==> config.mk <==
export PLATFORM = sky130hd
export DESIGN_NAME = xml_markup_tokenizer
export DESIGN_NICKNAME = d
export VERILOG_FILES = /design/src/rtl/xmt_pkg.sv /design/src/rtl/xmt_front.sv /design/src/rtl/xmt_queue.sv /design/src/rtl/xmt_engine.sv /design/src/rtl/xml_markup_tokenizer.sv
export SDC_FILE = /design/constraint.sdc
export NUM_CORES = 1
export LEC_CHECK = 0
export ABC_AREA = 1
export BUFFER_PORTS_ARGS = -buffer_cell sky130_fd_sc_hd__buf_2
export CELL_PAD_IN_SITES_DETAIL_PLACEMENT = 0
export CELL_PAD_IN_SITES_GLOBAL_PLACEMENT = 2
export CORE_ASPECT_RATIO = 1.75
export CORE_UTILIZATION = 37
export DETAILED_ROUTE_END_ITERATION = 10
export PLACE_DENSITY_LB_ADDON = 0.15
export SLEW_MARGIN = 20
export SYNTH_ARGS = -nofsm -noshare
export SYNTH_HDL_FRONTEND = slang
export SYNTH_SLANG_ARGS = --single-unit
==> constraint.sdc <==
create_clock -name aclk -period 3.8 [get_ports aclk]
set_clock_uncertainty 0.15 [all_clocks]
set_input_delay 1.14 -clock aclk [delete_from_list [all_inputs] [get_ports aclk]]
set_output_delay 1.14 -clock aclk [all_outputs]
set_load 0.005 [all_outputs]
==> src/rtl/xmt_pkg.sv <==
// xmt_pkg: shared types, codes and constants of the XML markup tokenizer.
// Used by xmt_front, xmt_queue, xmt_engine and xml_markup_tokenizer.
// No dependencies.
`default_nettype none

package xmt_pkg;

    localparam int unsigned LINE_W        = 32;
    localparam int unsigned QUEUE_DEPTH   = 4;
    localparam logic [LINE_W-1:0] START_LINE_RESET = 32'd1;
    localparam logic [LINE_W-1:0] LINE_MAX  = 32'hFFFF_FFFF;

    // Characters the classifier looks for
    localparam logic [7:0] CH_SP     = 8'h20;
    localparam logic [7:0] CH_CR     = 8'h0D;
    localparam logic [7:0] CH_TAB    = 8'h09;
    localparam logic [7:0] CH_NL     = 8'h0A;
    localparam logic [7:0] CH_SLASH  = 8'h2F;
    localparam logic [7:0] CH_GT     = 8'h3E;
    localparam logic [7:0] CH_LT     = 8'h3C;
    localparam logic [7:0] CH_QMARK  = 8'h3F;
    localparam logic [7:0] CH_BANG   = 8'h21;
    localparam logic [7:0] CH_DASH   = 8'h2D;
    localparam logic [7:0] CH_EQ     = 8'h3D;
    localparam logic [7:0] CH_DQUOTE = 8'h22;
    localparam logic [7:0] CH_SQUOTE = 8'h27;
    localparam logic [7:0] CH_UNDER  = 8'h5F;
    localparam logic [7:0] CH_DOLLAR = 8'h24;
    localparam logic [7:0] CH_COLON  = 8'h3A;
    localparam logic [7:0] CH_DOT    = 8'h2E;

    // Byte roles
    localparam logic [2:0] ROLE_MARKUP = 3'd0;
    localparam logic [2:0] ROLE_TEXT   = 3'd1;
    localparam logic [2:0] ROLE_NAME   = 3'd2;
    localparam logic [2:0] ROLE_ATTR   = 3'd3;
    localparam logic [2:0] ROLE_VALUE  = 3'd4;
    localparam logic [2:0] ROLE_CMT    = 3'd5;

    // Close events
    localparam logic [2:0] CLOSE_NONE    = 3'd0;
    localparam logic [2:0] CLOSE_TAG     = 3'd1;
    localparam logic [2:0] CLOSE_CMT     = 3'd2;
    localparam logic [2:0] CLOSE_TEXT_LT = 3'd3;
    localparam logic [2:0] CLOSE_TEXT_END = 3'd4;

    // Error codes
    localparam logic [2:0] ERR_NONE     = 3'd0;
    localparam logic [2:0] ERR_SLASH    = 3'd1;
    localparam logic [2:0] ERR_QMARK    = 3'd2;
    localparam logic [2:0] ERR_QUOTE    = 3'd3;
    localparam logic [2:0] ERR_ATTR     = 3'd4;
    localparam logic [2:0] ERR_UNCLOSED = 3'd5;

    typedef enum logic [14:0] {
        MODE_FRESH   = 15'h0001,
        MODE_IDLE    = 15'h0002,
        MODE_TEXT    = 15'h0004,
        MODE_LT      = 15'h0008,
        MODE_NAME    = 15'h0010,
        MODE_CMT     = 15'h0020,
        MODE_TOP     = 15'h0040,
        MODE_TOPSKIP = 15'h0080,
        MODE_SLASH   = 15'h0100,
        MODE_ANAME   = 15'h0200,
        MODE_ANSKIP  = 15'h0400,
        MODE_EQ      = 15'h0800,
        MODE_QVAL    = 15'h1000,
        MODE_UVAL    = 15'h2000,
        MODE_ERR     = 15'h4000
    } mode_t;

    typedef struct packed {
        logic [7:0] byte_in;
        logic       is_last;
    } in_t;

    typedef struct packed {
        logic [7:0]        byte_out;
        logic [2:0]        role;
        logic              part_start;
        logic [2:0]        close_event;
        logic              self_closing;
        logic              valueless_attr;
        logic [2:0]        error_code;
        logic [LINE_W-1:0] line_number;
    } out_t;

    // Character class flags computed in the front end
    typedef struct packed {
        logic space;
        logic lt;
        logic gt;
        logic slash;
        logic qmark;
        logic bang;
        logic dash;
        logic eq;
        logic dquote;
        logic squote;
        logic letter;
        logic attr_char;
        logic newline;
    } class_t;

    typedef struct packed {
        in_t    item;
        class_t cls;
    } entry_t;

endpackage

`default_nettype wire

==> src/rtl/xmt_front.sv <==
// xmt_front: input stage of the tokenizer; takes bytes and classifies them.
// Depends on xmt_pkg.
`default_nettype none

module xmt_front (
    input  wire logic          aclk,
    input  wire logic          aresetn,
    input  wire logic          s_valid,
    output logic               s_ready,
    input  wire xmt_pkg::in_t  s_data,
    output logic               push_valid,
    input  wire logic          push_ready,
    output xmt_pkg::entry_t    push_data
);
    import xmt_pkg::*;

    logic   vld_reg;
    entry_t ent_reg;
    class_t cls;
    logic [7:0] c;

    assign c = s_data.byte_in;

    always_comb begin
        cls.space     = c inside {CH_SP, CH_CR, CH_TAB, CH_NL};
        cls.lt        = (c == CH_LT);
        cls.gt        = (c == CH_GT);
        cls.slash     = (c == CH_SLASH);
        cls.qmark     = (c == CH_QMARK);
        cls.bang      = (c == CH_BANG);
        cls.dash      = (c == CH_DASH);
        cls.eq        = (c == CH_EQ);
        cls.dquote    = (c == CH_DQUOTE);
        cls.squote    = (c == CH_SQUOTE);
        cls.letter    = (c inside {[8'h61:8'h7A], [8'h41:8'h5A]});
        cls.attr_char = (c inside {[8'h61:8'h7A], [8'h41:8'h5A], [8'h30:8'h39],
                                   CH_UNDER, CH_DOLLAR, CH_COLON, CH_DOT, CH_DASH});
        cls.newline   = (c == CH_NL);
    end

    assign s_ready    = !vld_reg || push_ready;
    assign push_valid = vld_reg;
    assign push_data  = ent_reg;

    always_ff @(posedge aclk) begin
        if (!aresetn) begin
            vld_reg <= 1'b0;
        end else if (s_valid && s_ready) begin
            vld_reg <= 1'b1;
        end else if (push_ready) begin
            vld_reg <= 1'b0;
        end
    end

    always_ff @(posedge aclk) begin
        if (s_valid && s_ready) begin
            ent_reg.item <= s_data;
            ent_reg.cls  <= cls;
        end
    end

endmodule

`default_nettype wire

==> src/rtl/xmt_queue.sv <==
// xmt_queue: short FIFO of classified bytes between front end and engine.
// Depends on xmt_pkg.
`default_nettype none

module xmt_queue #(
    parameter int unsigned DEPTH = xmt_pkg::QUEUE_DEPTH
) (
    input  wire logic            aclk,
    input  wire logic            aresetn,
    input  wire logic            push_valid,
    output logic                 push_ready,
    input  wire xmt_pkg::entry_t push_data,
    output logic                 pop_valid,
    input  wire logic            pop_ready,
    output xmt_pkg::entry_t      pop_data
);
    import xmt_pkg::*;

    localparam int unsigned PTR_W = (DEPTH > 1) ? $clog2(DEPTH) : 1;
    localparam int unsigned CNT_W = $clog2(DEPTH + 1);

    entry_t             mem_reg [DEPTH];
    logic [PTR_W-1:0]   wr_ptr_reg;
    logic [PTR_W-1:0]   rd_ptr_reg;
    logic [CNT_W-1:0]   count_reg;
    logic               do_push;
    logic               do_pop;

    assign push_ready = (count_reg != CNT_W'(DEPTH));
    assign pop_valid  = (count_reg != '0);
    assign pop_data   = mem_reg[rd_ptr_reg];
    assign do_push    = push_valid && push_ready;
    assign do_pop     = pop_valid && pop_ready;

    function automatic logic [PTR_W-1:0] wrap_inc(input logic [PTR_W-1:0] p);
        return (p == PTR_W'(DEPTH - 1)) ? '0 : p + PTR_W'(1);
    endfunction

    always_ff @(posedge aclk) begin
        if (!aresetn) begin
            wr_ptr_reg <= '0;
            rd_ptr_reg <= '0;
            count_reg  <= '0;
        end else begin
            if (do_push) begin
                wr_ptr_reg <= wrap_inc(wr_ptr_reg);
            end
            if (do_pop) begin
                rd_ptr_reg <= wrap_inc(rd_ptr_reg);
            end
            if (do_push && !do_pop) begin
                count_reg <= count_reg + CNT_W'(1);
            end else if (do_pop && !do_push) begin
                count_reg <= count_reg - CNT_W'(1);
            end
        end
    end

    always_ff @(posedge aclk) begin
        if (do_push) begin
            mem_reg[wr_ptr_reg] <= push_data;
        end
    end

endmodule

`default_nettype wire

==> src/rtl/xmt_engine.sv <==
// xmt_engine: tokenizer state machine and result register.
// Consumes classified bytes from xmt_queue. Depends on xmt_pkg.
`default_nettype none

module xmt_engine (
    input  wire logic                       aclk,
    input  wire logic                       aresetn,
    input  wire logic [xmt_pkg::LINE_W-1:0] start_line,
    input  wire logic                       pop_valid,
    output logic                            pop_ready,
    input  wire xmt_pkg::entry_t            pop_data,
    output logic                            m_valid,
    input  wire logic                       m_ready,
    output xmt_pkg::out_t                   m_data
);
    import xmt_pkg::*;

    mode_t             mode_reg, mode_next, mode_eff;
    logic [LINE_W-1:0] line_reg, line_next, line_here;
    logic              nq_reg, nq_next;
    logic              qs_reg, qs_next;
    logic [1:0]        bdm_reg, bdm_next;
    logic [1:0]        dh_reg, dh_next;
    logic [1:0]        bls_reg, bls_next;
    logic              ps_reg, ps_next;
    logic [2:0]        err_reg, err_next;
    logic              out_valid_reg;
    out_t              out_reg, res;
    logic              consume;
    logic              was_err;
    logic              do_top;
    logic              after_name;
    class_t            cls;
    logic              last;

    assign cls       = pop_data.cls;
    assign last      = pop_data.item.is_last;
    assign pop_ready = !out_valid_reg || m_ready;
    assign consume   = pop_valid && pop_ready;
    assign m_valid   = out_valid_reg;
    assign m_data    = out_reg;

    always_comb begin
        res            = '0;
        res.byte_out   = pop_data.item.byte_in;
        mode_eff       = (mode_reg == MODE_FRESH) ? MODE_IDLE : mode_reg;
        line_here      = (mode_reg == MODE_FRESH) ? start_line : line_reg;
        was_err        = (mode_reg == MODE_ERR);
        mode_next      = mode_eff;
        nq_next        = nq_reg;
        qs_next        = qs_reg;
        bdm_next       = bdm_reg;
        dh_next        = dh_reg;
        bls_next       = bls_reg;
        ps_next        = ps_reg;
        err_next       = err_reg;
        do_top         = 1'b0;
        after_name     = 1'b0;

        case (mode_eff)
            MODE_IDLE, MODE_TEXT: begin
                if (cls.lt) begin
                    if (mode_eff == MODE_TEXT) begin
                        res.close_event = CLOSE_TEXT_LT;
                    end
                    nq_next   = 1'b0;
                    bdm_next  = 2'd0;
                    ps_next   = 1'b0;
                    mode_next = MODE_LT;
                end else begin
                    res.role = ROLE_TEXT;
                    if (mode_eff == MODE_IDLE) begin
                        res.part_start = 1'b1;
                        mode_next      = MODE_TEXT;
                    end
                end
            end
            MODE_LT: begin
                if (cls.gt) begin
                    do_top = 1'b1;
                end else if (!cls.space) begin
                    res.role       = ROLE_NAME;
                    res.part_start = 1'b1;
                    nq_next        = cls.qmark;
                    bdm_next       = cls.bang ? 2'd1 : 2'd0;
                    mode_next      = MODE_NAME;
                end
            end
            MODE_NAME: begin
                if (cls.space || cls.slash || cls.gt) begin
                    do_top = 1'b1;
                end else begin
                    res.role = ROLE_NAME;
                    if (bdm_reg == 2'd1 && cls.dash) begin
                        bdm_next = 2'd2;
                    end else if (bdm_reg == 2'd2 && cls.dash) begin
                        // fourth byte of "<!--": open the comment
                        bdm_next       = 2'd0;
                        res.role       = ROLE_MARKUP;
                        res.part_start = 1'b1;
                        dh_next        = 2'd0;
                        bls_next       = 2'd0;
                        mode_next      = MODE_CMT;
                    end else begin
                        bdm_next = 2'd0;
                    end
                end
            end
            MODE_CMT: begin
                if (cls.gt && bls_reg == 2'd3 && dh_reg == 2'd3) begin
                    res.close_event = CLOSE_CMT;
                    mode_next       = MODE_IDLE;
                end else begin
                    res.role = ROLE_CMT;
                    dh_next  = {dh_reg[0], cls.dash};
                    if (bls_reg != 2'd3) begin
                        bls_next = bls_reg + 2'd1;
                    end
                end
            end
            MODE_TOP, MODE_TOPSKIP: begin
                do_top = 1'b1;
            end
            MODE_SLASH: begin
                if (cls.gt) begin
                    do_top = 1'b1;
                end else if (!cls.space) begin
                    err_next  = ERR_SLASH;
                    mode_next = MODE_ERR;
                end
            end
            MODE_ANAME: begin
                if (cls.attr_char) begin
                    res.role = ROLE_ATTR;
                end else begin
                    after_name = 1'b1;
                end
            end
            MODE_ANSKIP: begin
                after_name = 1'b1;
            end
            MODE_EQ: begin
                if (cls.dquote || cls.squote) begin
                    qs_next   = cls.squote;
                    bls_next  = 2'd0;
                    mode_next = MODE_QVAL;
                end else if (cls.space) begin
                    mode_next = MODE_EQ;
                end else if (cls.slash || cls.gt) begin
                    do_top = 1'b1;
                end else begin
                    res.role       = ROLE_VALUE;
                    res.part_start = 1'b1;
                    mode_next      = MODE_UVAL;
                end
            end
            MODE_QVAL: begin
                if (qs_reg ? cls.squote : cls.dquote) begin
                    mode_next = MODE_TOP;
                end else begin
                    res.role       = ROLE_VALUE;
                    res.part_start = (bls_reg == 2'd0);
                    if (bls_reg != 2'd3) begin
                        bls_next = bls_reg + 2'd1;
                    end
                end
            end
            MODE_UVAL: begin
                if (cls.space || cls.slash || cls.gt) begin
                    do_top = 1'b1;
                end else begin
                    res.role = ROLE_VALUE;
                end
            end
            default: begin
                // error mode: hold everything until the document ends
            end
        endcase

        // end of an attribute name
        if (after_name) begin
            if (cls.space) begin
                mode_next = MODE_ANSKIP;
            end else if (cls.eq) begin
                mode_next = MODE_EQ;
            end else begin
                res.valueless_attr = 1'b1;
                do_top             = 1'b1;
            end
        end

        // top of the attribute loop
        if (do_top) begin
            if (cls.space) begin
                mode_next = MODE_TOPSKIP;
            end else if (cls.gt) begin
                res.close_event  = CLOSE_TAG;
                res.self_closing = ps_next;
                ps_next          = 1'b0;
                mode_next        = MODE_IDLE;
            end else if (cls.slash) begin
                ps_next   = 1'b1;
                mode_next = MODE_SLASH;
            end else if (cls.qmark) begin
                if (nq_next) begin
                    mode_next = MODE_TOP;
                end else begin
                    err_next  = ERR_QMARK;
                    mode_next = MODE_ERR;
                end
            end else if (cls.letter) begin
                res.role       = ROLE_ATTR;
                res.part_start = 1'b1;
                mode_next      = MODE_ANAME;
            end else begin
                err_next  = ERR_ATTR;
                mode_next = MODE_ERR;
            end
        end

        if (cls.newline && !was_err && line_here != LINE_MAX) begin
            line_next = line_here + LINE_W'(1);
        end else begin
            line_next = line_here;
        end

        if (last) begin
            case (mode_next)
                MODE_TEXT:    res.close_event = CLOSE_TEXT_END;
                MODE_CMT:     res.close_event = CLOSE_CMT;
                MODE_TOPSKIP: err_next = ERR_ATTR;
                MODE_SLASH:   err_next = ERR_SLASH;
                MODE_QVAL:    err_next = ERR_QUOTE;
                MODE_ANAME, MODE_ANSKIP: begin
                    res.valueless_attr = 1'b1;
                    err_next           = ERR_UNCLOSED;
                end
                MODE_LT, MODE_NAME, MODE_TOP, MODE_EQ, MODE_UVAL: begin
                    err_next = ERR_UNCLOSED;
                end
                default: begin
                end
            endcase
        end

        res.error_code  = err_next;
        res.line_number = line_here;

        // document boundary: drop all per-document state
        if (last) begin
            mode_next = MODE_FRESH;
            nq_next   = 1'b0;
            qs_next   = 1'b0;
            bdm_next  = 2'd0;
            dh_next   = 2'd0;
            bls_next  = 2'd0;
            ps_next   = 1'b0;
            err_next  = ERR_NONE;
        end
    end

    always_ff @(posedge aclk) begin
        if (!aresetn) begin
            mode_reg      <= MODE_FRESH;
            line_reg      <= START_LINE_RESET;
            nq_reg        <= 1'b0;
            qs_reg        <= 1'b0;
            bdm_reg       <= 2'd0;
            dh_reg        <= 2'd0;
            bls_reg       <= 2'd0;
            ps_reg        <= 1'b0;
            err_reg       <= ERR_NONE;
            out_valid_reg <= 1'b0;
        end else begin
            if (consume) begin
                mode_reg <= mode_next;
                line_reg <= line_next;
                nq_reg   <= nq_next;
                qs_reg   <= qs_next;
                bdm_reg  <= bdm_next;
                dh_reg   <= dh_next;
                bls_reg  <= bls_next;
                ps_reg   <= ps_next;
                err_reg  <= err_next;
            end
            if (pop_ready) begin
                out_valid_reg <= pop_valid;
            end
        end
    end

    always_ff @(posedge aclk) begin
        if (consume) begin
            out_reg <= res;
        end
    end

`ifndef SYNTH
    a_err_only_in_err_mode: assert property (@(posedge aclk) disable iff (!aresetn)
        (err_reg != ERR_NONE) |-> (mode_reg == MODE_ERR))
        else $error("error latched outside error mode");

    a_last_clears_doc: assert property (@(posedge aclk) disable iff (!aresetn)
        (consume && last) |=> (mode_reg == MODE_FRESH && err_reg == ERR_NONE))
        else $error("document state not cleared after final byte");

    a_slash_pending_mode: assert property (@(posedge aclk) disable iff (!aresetn)
        ps_reg |-> (mode_reg == MODE_SLASH || mode_reg == MODE_ERR))
        else $error("pending slash outside slash handling");

    a_err_mode_quiet: assert property (@(posedge aclk) disable iff (!aresetn)
        (consume && was_err) |=> (out_reg.role == ROLE_MARKUP && !out_reg.part_start
                                  && out_reg.close_event == CLOSE_NONE))
        else $error("result flags raised after an error");
`endif

endmodule

`default_nettype wire

==> src/rtl/xml_markup_tokenizer.sv <==
// xml_markup_tokenizer: top level of the streaming XML markup tokenizer.
// Instantiates xmt_front, xmt_queue and xmt_engine; depends on xmt_pkg.
//
// Usage:
//   Input channel (s_valid/s_ready/s_data) takes one document byte per
//   transaction; s_data.is_last marks the final byte of a document.
//   Result channel (m_valid/m_ready/m_data) gives exactly one result per
//   byte, in order: role, part/close flags, sticky error code, line number.
//   Configuration: pulse cfg_wr_en with cfg_wr_data to set the line number
//   a document starts on (reset value 1); write only while the block is
//   idle. The value is loaded when the next document's first byte is used.
//   Path: a byte taken on s_data passes the front register, then the
//   queue, then the engine's result register, before it is offered on m_data.
//   Throughput: one byte per cycle while m_ready is high, set by the mode
//   update in the engine.
//   Stalls: when m_ready is low the result register holds, the engine stops
//   and the queue absorbs up to QUEUE_DEPTH bytes plus one in the front
//   register before s_ready drops.
//   Reset (aresetn low, synchronous): all channels empty, parser in idle
//   mode at document start, start line back to 1.
`default_nettype none

module xml_markup_tokenizer #(
    parameter int unsigned QUEUE_DEPTH = xmt_pkg::QUEUE_DEPTH
) (
    input  wire logic                       aclk,
    input  wire logic                       aresetn,
    input  wire logic                       s_valid,
    output logic                            s_ready,
    input  wire xmt_pkg::in_t               s_data,
    output logic                            m_valid,
    input  wire logic                       m_ready,
    output xmt_pkg::out_t                   m_data,
    input  wire logic                       cfg_wr_en,
    input  wire logic [xmt_pkg::LINE_W-1:0] cfg_wr_data
);
    import xmt_pkg::*;

    // start line register, written with no handshake
    logic [LINE_W-1:0] start_line_reg;

    // front -> queue transaction
    logic   push_valid;
    logic   push_ready;
    entry_t push_data;

    // queue -> engine transaction
    logic   pop_valid;
    logic   pop_ready;
    entry_t pop_data;

    always_ff @(posedge aclk) begin
        if (!aresetn) begin
            start_line_reg <= START_LINE_RESET;
        end else if (cfg_wr_en) begin
            start_line_reg <= cfg_wr_data;
        end
    end

    // Classify each byte as it arrives
    xmt_front u_front (
        .aclk       (aclk),
        .aresetn    (aresetn),
        .s_valid    (s_valid),
        .s_ready    (s_ready),
        .s_data     (s_data),
        .push_valid (push_valid),
        .push_ready (push_ready),
        .push_data  (push_data)
    );

    // Decouple intake from the parser so each side stalls on its own
    xmt_queue #(
        .DEPTH (QUEUE_DEPTH)
    ) u_queue (
        .aclk       (aclk),
        .aresetn    (aresetn),
        .push_valid (push_valid),
        .push_ready (push_ready),
        .push_data  (push_data),
        .pop_valid  (pop_valid),
        .pop_ready  (pop_ready),
        .pop_data   (pop_data)
    );

    // Advance the parse mode and register one result per byte
    xmt_engine u_engine (
        .aclk       (aclk),
        .aresetn    (aresetn),
        .start_line (start_line_reg),
        .pop_valid  (pop_valid),
        .pop_ready  (pop_ready),
        .pop_data   (pop_data),
        .m_valid    (m_valid),
        .m_ready    (m_ready),
        .m_data     (m_data)
    );

endmodule

`default_nettype wire
-- Yosys cells after proc, flatten, opt, wreduce, memory -nomap -nowiden
Memory sizes are Yosys's and may differ from the RTL's. A register that Yosys moved wholly into a read port is not among the register bits.
Cells that the tools add are included.
- flip-flop bits (word level): 174
- bits in latches: 0
- bits in writable memories: 88
- bits in read-only memories: 0
- input port bits: 46
- memories kept: 1
- $add $sub $neg: 6
- multiply operators: 0
- div/mod/pow operators: 0
- order comparisons: 6
- eq/ne operators: 62
- shift-type cells: 0
- muxes and demuxes: 133
- bitwise operators: 2
- reduce and logical (&&, ||, !) cells: 48
- memory list (name ; depth ; width ; rd ports ; clocked after Yosys merged registers in ; wr ports ; RTL line ; source):
    u_queue.mem_reg ; 4 ; 22 ; 1 ; 1 ; 1 ; xmt_queue.sv:22 ; entry_t mem_reg [DEPTH];
- operator list (kind ; number):
    two-way mux 15 bit ; 26
    one-hot mux 15 bit (7 select lines) ; 1
    equality test 8 x 6 -> 1 bit, second input constant ; 13
    two-way mux 32 bit ; 2
    two-way mux 3 bit ; 20
    two-way mux 2 bit ; 25
    two-way mux 4 bit ; 11
    two-way mux 1 bit ; 35
    adder 32 x 1 -> 32 bit, second input constant ; 1
    inequality test 32 bit, second input constant ; 1
    equality test 15 x 10 -> 1 bit, second input constant ; 2
    equality test 15 x 11 -> 1 bit, second input constant ; 2
    equality test 15 x 12 -> 1 bit, second input constant ; 2
    equality test 15 x 13 -> 1 bit, second input constant ; 2
    equality test 15 x 14 -> 1 bit, second input constant ; 2
    equality test 15 x 3 -> 1 bit, second input constant ; 2
    equality test 15 x 4 -> 1 bit, second input constant ; 2
    equality test 15 x 5 -> 1 bit, second input constant ; 2
    equality test 15 x 6 -> 1 bit, second input constant ; 2
    equality test 15 x 7 -> 1 bit, second input constant ; 2
    equality test 15 x 8 -> 1 bit, second input constant ; 2
    equality test 15 x 9 -> 1 bit, second input constant ; 2
    equality test 8 x 4 -> 1 bit, second input constant ; 3
    inequality test 3 bit, second input constant ; 8
    other kinds (41) ; 87

-- Depth between registers and ports, before layout
Gate-level depths: netlist of the first run.
- depth in word-level cells: 16
- mapped depth: 26
- depth with buffers taken out: 25

-- Hierarchy
A second synthesis of the first run with hierarchy kept.
- cells, all modules: 1599
- area, all modules: 13190.2 um^2
- by module, submodules not included (module ; instances ; cells each ; area an instance (um^2)):
    xmt_engine ; 1 ; 1022 ; 7085.5
    xmt_queue ; 1 ; 283 ; 3797.4
    xml_markup_tokenizer ; 1 ; 201 ; 1332.5
    xmt_front ; 1 ; 93 ; 974.7

-- Worst setup path after synthesis of the first run
Ideal clock, no wire load.
- path type: input to register
- start: in m_ready
- end: reg u_queue.count_reg[1]
- setup time: 0.116 ns
- arrival time: 2.851 ns
- data required time: 3.534 ns
- slack: 0.683 ns
- stages on the path: 9
- buffers on the path: 1
- path through: nor2_1 a21oi_1 clkinv_1 buf_2 ha_1 inv_1 fa_1 o21ai_0 nor2_1
- word-level cells in the longest chain between the ends: 5
- elaborated cells on any way between the ends: 7
- classes of those cells: mux: 1; reduce/logical: 6
- RTL lines (what ; RTL line ; source):
    start: declaration ; xml_markup_tokenizer.sv:32 ; input wire logic m_ready,
    logical OR 1 bit * ; xmt_engine.sv:38 ; assign pop_ready = !out_valid_reg || m_ready;
    logical AND 1 bit * ; xmt_queue.sv:33 ; assign do_pop = pop_valid && pop_ready;
    logical NOT 1 bit ; xmt_queue.sv:51 ; if (do_push && !do_pop) begin
    logical AND 1 bit ; xmt_queue.sv:51 ;
    two-way mux 3 bit or nonzero test 2 bit (tied branches) ; - ;
    end signal: assignment ; xmt_queue.sv:52 ; count_reg <= count_reg + CNT_W'(1);
    end signal: assignment ; xmt_queue.sv:54 ; count_reg <= count_reg - CNT_W'(1);
    end: declaration ; xmt_queue.sv:25 ; logic [CNT_W-1:0] count_reg;
Mark *: on every way between the ends. The rest lies on a longest branch, timed or not.
A chain may end at the register's enable or synchronous reset.

==> results.md, run 1 <==
- Clock transition at path regs: 0.07 ns
- Clock Sinks: 264
- TNS Setup: 0 ns
- Placed cell count: 2125
- Grt ovf: 0
- Gr usage total: 0.225
- Layout Nets: 1744
- Worst hold path depth: 2
- Worst Hold Path EP: u_engine.err_reg[0]$_SDFFE_PN0P_
- CP Class: reg2reg
- Seq/Total Area, Yosys: 0.515
- # DRC: 0
- Multi-input gate area: 5560 µm²
- Std cell rows: 91
- Gate Count Post-Synth: between 1500 and 2000
- RR Startpoint: u_engine.mode_reg[10]$_SDFFE_PN0P_
- Htree depth: 1
- Vias in the first global route: roughly 11000
- Yosys reg bits: 264
- Die area: 37000 µm²
- Arrival time worst endpoint: 3.75 ns
- WL final: 41300 µm
- Post-synth EDFFs: 162
- Startpoint Class: flop
- Required time of the critical path: 4.02 ns
- Most used DFF post-synth: edfxtp_1
- Synth Net Count: 1627
- Initial Util: 0.378
- Tmin final: 3.53 ns
- Unrepaired setup endpoints after global routing: false
- Rel. slew slack: 0.417
- GPL Wtd Cong: 0.990
- Outcome: finished, final reports clean
- Pins Over Slew Limit: 0
- PwrDens: 917 nW/µm²
- R2r worst-path depth: 14
- Layout area overhead: 15.2%
- Via/cell ratio: 5.01
- Post-synth top area share: 0.363
- Final Hold Vio Count: 0
- Clock Path Buffers: 3
- Worst-Skew Late Latency: approximately 0.56 ns
- Ys async rst share: 0
- Initial DRC count: 486
- Post-DP HPWL: 30900 µm
- Bufs and invs on worst path: 3
- I/O pin total: 100
- Yosys top cell by area: edfxtp_1
- Crit path largest cell delay: 0.38 ns
- R2r endpoint: u_engine.m_data[35]$_DFFE_PP_
- CP Capture Type: flop
- Max-cap violations: 0
- Setup bufs post-CTS: 0
- Post-synthesis cell area: ~13000 µm²
- 1st-pass router iterations: 5
- Routed length per instance: roughly 19 µm
- Root buffer cell: clkbuf_16
- Die height: 254 µm
- Layout Cells excl Fill: 2173
- Actual slew at the worst max-slew pin: 0.874 ns
- Initial antenna violation count: 0
- CP dominant cell by count: nand2_1
- N_diodes: 0
- Period Utilization, post-route: 0.928
- Synth area leaders: edfxtp_1 (36%), dfxtp_1 (15%), nand2_1 (10%), nor2_1 (6.0%), inv_1 (3.9%)
- Critical-path cell list: nor2_2 > nand2_4 > nor2_4 > buf_4 > inv_2 > nor3_1 > inv_1 > nand4_1 > nand3_1 > nand2_1 > nand2_1 > nor3_1 > nand4_1 > nand2_1
- Avg Inst Size Synth: about 8.5 µm²
- R2R setup slack: 0.27 ns
- Core area: 35500 µm²
- CP max-delay cell: dfxtp_1
- Via count: 10900
- Num CTS Buffers: 26
- Antenna-violating nets left: 0
- Fraction of layout cells with a size suffix above 1: 0.190
- Fillers: approximately 3700
- Max reg flops: between 80 and 90
- Largest net degree at the start of global routing: 105
- Ys Warns: 0
- First-pass GRT wire length: 63100 µm
- CP delay by family, top: simple AND/OR/NAND/NOR gates
- Distinct cells, synth: 62
- Die width: 146 µm
- Leakage: 6.54 nW
- Crit-path max FO: 9
- Buffers added on ports: 99
- Worst hold-check path type: reg2reg
- Register Area: 6910 µm²
- Setup violations, final: 0
- Hold Crit Start: u_engine.err_reg[0]$_SDFFE_PN0P_
- CTS tree: done
- Maximum vdd drop: 0.764 mV
- Fmax: 0.284 GHz
power by group:
part	switching (W)	internal, W
clock	0.00114	0.00156
combinational	0.00514	0.00220
sequential	0.000268	0.00386
total	0.00655	0.00762
timing repair:
action | CTS | global route
hold buffers | 0 | 0
resized for setup | 0 | 3
setup endpoints to repair | 0 | 6
stage by stage:
step            util  area, µm²  total power [W]  hold WS, ns  setup WS [ns]
6_report       0.435      15400           0.0142        0.315          0.274
5_1_grt        0.435      15400           0.0152        0.340         0.0420
4_1_cts        0.435      15400           0.0144        0.318          0.131
3_5_place_dp   0.409      14500           0.0116        0.308          0.166
3_3_place_gp   0.409      14500           0.0116        0.300          0.116
2_1_floorplan      -      13400          0.00932        0.279          0.683
how the worst max path moves through the flow:
stage                                  startpoint                           endpoint  slack, ns  depth (start not counted)
2_1_floorplan                             m_ready  u_queue.count_reg[1]$_SDFFE_PN0P_       0.68                          9
3_3_place_gp                                 flop      u_engine.m_data[35]$_DFFE_PP_       0.12                         14
3_5_place_dp                                 flop      u_engine.m_data[35]$_DFFE_PP_       0.17                         14
4_1_cts                                      flop      u_engine.m_data[35]$_DFFE_PP_       0.13                         14
5_1_grt         u_engine.mode_reg[4]$_SDFFE_PN0P_      u_engine.m_data[33]$_DFFE_PP_       0.04                         20
6_report       u_engine.mode_reg[10]$_SDFFE_PN0P_      u_engine.m_data[35]$_DFFE_PP_       0.27                         14
layout by cell type (no fill, tap or decap), types with 21 or more instances in the layout:
cell type and instances:
dfxtp_1 101, clkbuf_16 27, nand2_1 361, inv_1 140, nor2_1 209, nor3_1 25, o21ai_0 88, edfxtp_1 162
nand2_2 37, buf_2 99, nand4_1 24, xor2_1 21, nand3_1 103, a21oi_1 54, buf_4 42
metal layers:
metal / up-vias / global-route usage / wire length (µm)
met3: 81 / 0.0219 / 1120
met4: 0 / 0.110 / 1890
li1: 5460 / - / -
met5: - / 0 / 0
met2: 203 / 0.449 / 23000
met1: 5142 / 0.231 / 15300
cells by family after synthesis:
logic type                 Yosys count  share of synthesized area
and+or+nand+nor                    837                      0.291
DFF                                264                      0.515
adders and majority gates           10                    0.00989
AOI/OAI and AO/OA                  219                     0.0967
xor gates and xnor gates            24                     0.0157
buffers and inverters              217                     0.0722
area by class of cell:
cell class	count	area share
Sequential cell	264	0.447
Inverter	162	0.0400
Clock buffer	37	0.0501
Clock inverter	11	0.00859
Timing Repair Buffer	144	0.0564
Multi-Input combinational cell	1090	0.360
Tap cell	465	0.0377
worst reg2reg max path, delay by kind of cell (launching register included):
kind / cells / cell delay (ns)
and+or+nand+nor: 11 / 2.43
buffers and inverters: 3 / 0.37
DFF: 1 / 0.38
Yosys cell counts, types with 3 or more instances:
library cell	number
nand2_1	361
o21ai_0	89
xnor2_1	3
nor2_1	213
nand3_1	103
nand3b_1	3
o22ai_1	13
inv_2	18
buf_4	4
xor2_1	21
buf_2	16
dfxtp_1	102
nand2_2	37
nand4_1	24
ha_1	9
o21ai_2	3
buf_6	10
nor4_2	3
a211oi_1	4
a21oi_1	55
o21ai_1	11
nor4_1	5
nor2_4	16
edfxtp_1	162
o211ai_1	20
nor3_1	26
clkbuf_1	20
nand3_2	9
nand2_4	9
inv_1	140
o211ai_2	3
buf_8	3
nor2_2	16
Note: power is estimated with default switching activity, not from simulation.
==> inputs of run 2 (changes only) <==
--- a/config.mk
+++ b/config.mk
@@ -9,8 +9,8 @@
 export BUFFER_PORTS_ARGS = -buffer_cell sky130_fd_sc_hd__buf_2
 export CELL_PAD_IN_SITES_DETAIL_PLACEMENT = 0
 export CELL_PAD_IN_SITES_GLOBAL_PLACEMENT = 2
-export CORE_ASPECT_RATIO = 1.75
-export CORE_UTILIZATION = 37
+export CORE_UTILIZATION = 38
+export CTS_BUF_LIST = sky130_fd_sc_hd__clkbuf_4 sky130_fd_sc_hd__clkbuf_8
 export DETAILED_ROUTE_END_ITERATION = 10
 export PLACE_DENSITY_LB_ADDON = 0.15
 export SLEW_MARGIN = 20
==> results.md, run 2 (synthesis results as in run 1) <==
- Placed cell count: 2117 (-0.38%)
- CP max-delay cell: nor3_2
- Fillers: 3401 (-6.9%)
- Clock Path Buffers: 3 (unchanged)
- Fraction of layout cells with a size suffix above 1: 0.212 (+0.0216)
- Final instance area: 15600 µm² (+0.85%)
- CP endpoint: u_engine.line_reg[30]$_SDFFE_PN0P_
- Initial DRC count: 747 (+54%)
- Post-DP HPWL: 28400 µm (-8.1%)
- R2r worst-path depth: 18 (+4)
- Num CTS Buffers: 46 (+77%)
- Clock Sinks: 264 (unchanged)
- Die area: 36000 µm² (-2.7%)
- Die height: 190 µm (-25%)
- Crit path largest cell delay: 0.40 ns (+0.02 ns)
- First-pass GRT wire length: 61400 µm (-2.8%)
- WP depth: 18 (+4)
- Die width: 190 µm (+30%)
- CTS tree: done
- R2R setup slack: 0.27 ns (about the same)
- Setup violations, final: 0 (unchanged)
- Layout Nets: 1770 (+1.5%)
- Buffers added on ports: 99 (unchanged)
- Period Utilization, post-route: 0.929 (+0.00146)
- # DRC: 0 (unchanged)
- R2r endpoint: u_engine.line_reg[30]$_SDFFE_PN0P_
- Vias in the first global route: 10600 (-2.9%)
- Core area: 34600 µm² (-2.5%)
- Startpoint Class: flop
- Cts hold-fix bufs: 0 (unchanged)
- Fmax: 0.283 GHz (-0.16%)
- Pins Over Slew Limit: 0 (unchanged)
- Unrepaired setup endpoints after global routing: false
- Arrival time worst endpoint: 3.88 ns (+0.13 ns)
- Most common cell after layout, fill and taps aside: nand2_1
- Layout area overhead: 16.2%
- Leakage: 6.66 nW (+1.9%)
- Outcome: finished, final reports clean
- Layout Cells excl Fill: 2206 (+1.5%)
- Std cell rows: 68 (-25%)
- Initial antenna violation count: 0 (unchanged)
- Tmin final: 3.53 ns (+0.00555 ns)
- Bufs and invs on worst path: 4 (+1)
- Grt ovf: 0 (unchanged)
- Gr usage total: 0.223 (-0.00236)
- Initial Util: 0.387 (+0.00977)
- Max-cap violations: 0 (unchanged)
- Worst-Skew Late Latency: 0.62 ns (+0.06 ns)
- Worst Setup SP: u_engine.mode_reg[2]$_SDFFE_PN0P_
- Final Hold Vio Count: 0 (unchanged)
- RR Startpoint: u_engine.mode_reg[2]$_SDFFE_PN0P_
- Final Core Density: 0.450 (+0.0150)
- Required time of the critical path: 4.15 ns (+0.13 ns)
- Maximum vdd drop: 0.782 mV (+2.4%)
- WL final: 39300 µm (-4.9%)
- CP dominant cell by count: nand2_1
- CP Class: reg2reg
- I/O pin total: 100 (unchanged)
- Rel. slew slack: 0.332 (-0.0844)
- CP Capture Type: flop
- Antenna-violating nets left: 0 (unchanged)
- Via count: 11000 (+1.2%)
- Clock transition at path regs: 0.06 ns (about the same)
- Htree depth: 2 (+1)
- Max reg flops: 88 (unchanged)
- 1st-pass router iterations: 5 (unchanged)
- Routed length per instance: 17.8 µm (-6.4%)
- CP delay by family, top: simple AND/OR/NAND/NOR gates
- DP Area: 14500 µm² (about the same)
- PwrDens: 923 nW/µm² (+0.57%)
- GPL Wtd Cong: 0.913 (-7.7%)
- Most frequent cells in the layout: nand2_1 (361), nor2_1 (209), edfxtp_1 (162)
- TNS Setup: 0 ns (unchanged)
- N_diodes: 0 (unchanged)
- Crit-path max FO: 20 (+11)
- Root buffer cell: clkbuf_8
- Actual slew at the worst max-slew pin: 1.00 ns (+0.126 ns)
- Largest net degree at the start of global routing: 105 (unchanged)
- Worst hold-check path type: reg2reg
- Critical-path cell list: nor2_4 > nand2_1 > nor2_4 > nand2_8 > inv_8 > nand2_1 > nand2_1 > ha_1 > inv_1 > nor2_1 > inv_1 > nor3_2 > nand4_1 > xor2_1 > nand2_1 > o211ai_2 > o211ai_1 > inv_1
- Via/cell ratio: 4.99 (-0.31%)
[run 2: changes by cell type in the layout (fill, tap and decap cells not counted), sizes merged]
cell      previous run  this run
clkbuf              37        66
buf                144       150
clkinv              10        15
bufinv               2         3
clkinvlp             0         1
inv                161       162
[run 2: how the worst min path moves through the flow]
stage                                 startpoint                           endpoint  slack [ns]  cells past startpoint
2_1_floorplan     start_line_reg[0]$_SDFFE_PN1P_     start_line_reg[0]$_SDFFE_PN1P_        0.28                      2
3_3_place_gp    u_engine.err_reg[0]$_SDFFE_PN0P_   u_engine.err_reg[0]$_SDFFE_PN0P_        0.30                      2
3_5_place_dp   u_engine.line_reg[1]$_SDFFE_PN0P_  u_engine.line_reg[1]$_SDFFE_PN0P_        0.31                      2
4_1_cts        u_engine.line_reg[1]$_SDFFE_PN0P_  u_engine.line_reg[1]$_SDFFE_PN0P_        0.32                      2
5_1_grt        u_engine.line_reg[5]$_SDFFE_PN0P_  u_engine.line_reg[5]$_SDFFE_PN0P_        0.33                      2
6_report       u_engine.line_reg[1]$_SDFFE_PN0P_  u_engine.line_reg[1]$_SDFFE_PN0P_        0.31                      2
[run 2: worst register-to-register path, stage by stage (launching register included)]
cell      delay (ns)
dfxtp_1         0.39
nor2_4          0.24
nand2_1         0.19
nor2_4          0.18
nand2_8         0.15
inv_8           0.20
nand2_1         0.14
nand2_1         0.18
ha_1            0.17
inv_1           0.08
nor2_1          0.11
inv_1           0.11
nor3_2          0.40
nand4_1         0.22
xor2_1          0.19
nand2_1         0.08
o211ai_2        0.08
o211ai_1        0.11
inv_1           0.06
[run 2: area by class of cell]
type                       instances  area, µm²  share of cell area
sequential                       264       6910               0.443
tap                              455        569              0.0365
timing repair buffer             150        916              0.0588
multi-input combinational       1090       5570               0.357
clock buffer                      66        802              0.0515
clock inverter                    19        195              0.0125
inverter                         162        621              0.0398
[run 2: what timing repair did]
action | in CTS | in global routing
setup endpoints to repair | 0 | 21
resized for setup | 0 | 4
buffers inserted | 0 | 4
[run 2: through the flow]
stage / hold slack [ns] / setup slack, ns / total power [W]
2_1_floorplan: 0.279 / 0.683 / 0.00932
3_3_place_gp: 0.303 / 0.225 / 0.0116
3_5_place_dp: 0.306 / 0.180 / 0.0115
4_1_cts: 0.315 / 0.180 / 0.0144
5_1_grt: 0.328 / 0.0212 / 0.0154
6_report: 0.314 / 0.268 / 0.0144
[run 2: power breakdown]
part | internal (W) | switching [W]
combinational | 0.00228 | 0.00513
clock | 0.00158 | 0.00124
sequential | 0.00386 | 0.000280
total | 0.00772 | 0.00665
[run 2: per-layer routing]
layer  part of all wire  vias to the layer above  global-route usage
met4              0.021                        0              0.0695
met1               0.50                     5161               0.329
met2               0.43                      263               0.336
met5                  0                        -                   0
met3              0.048                       56              0.0315
li1                   -                     5537                   -
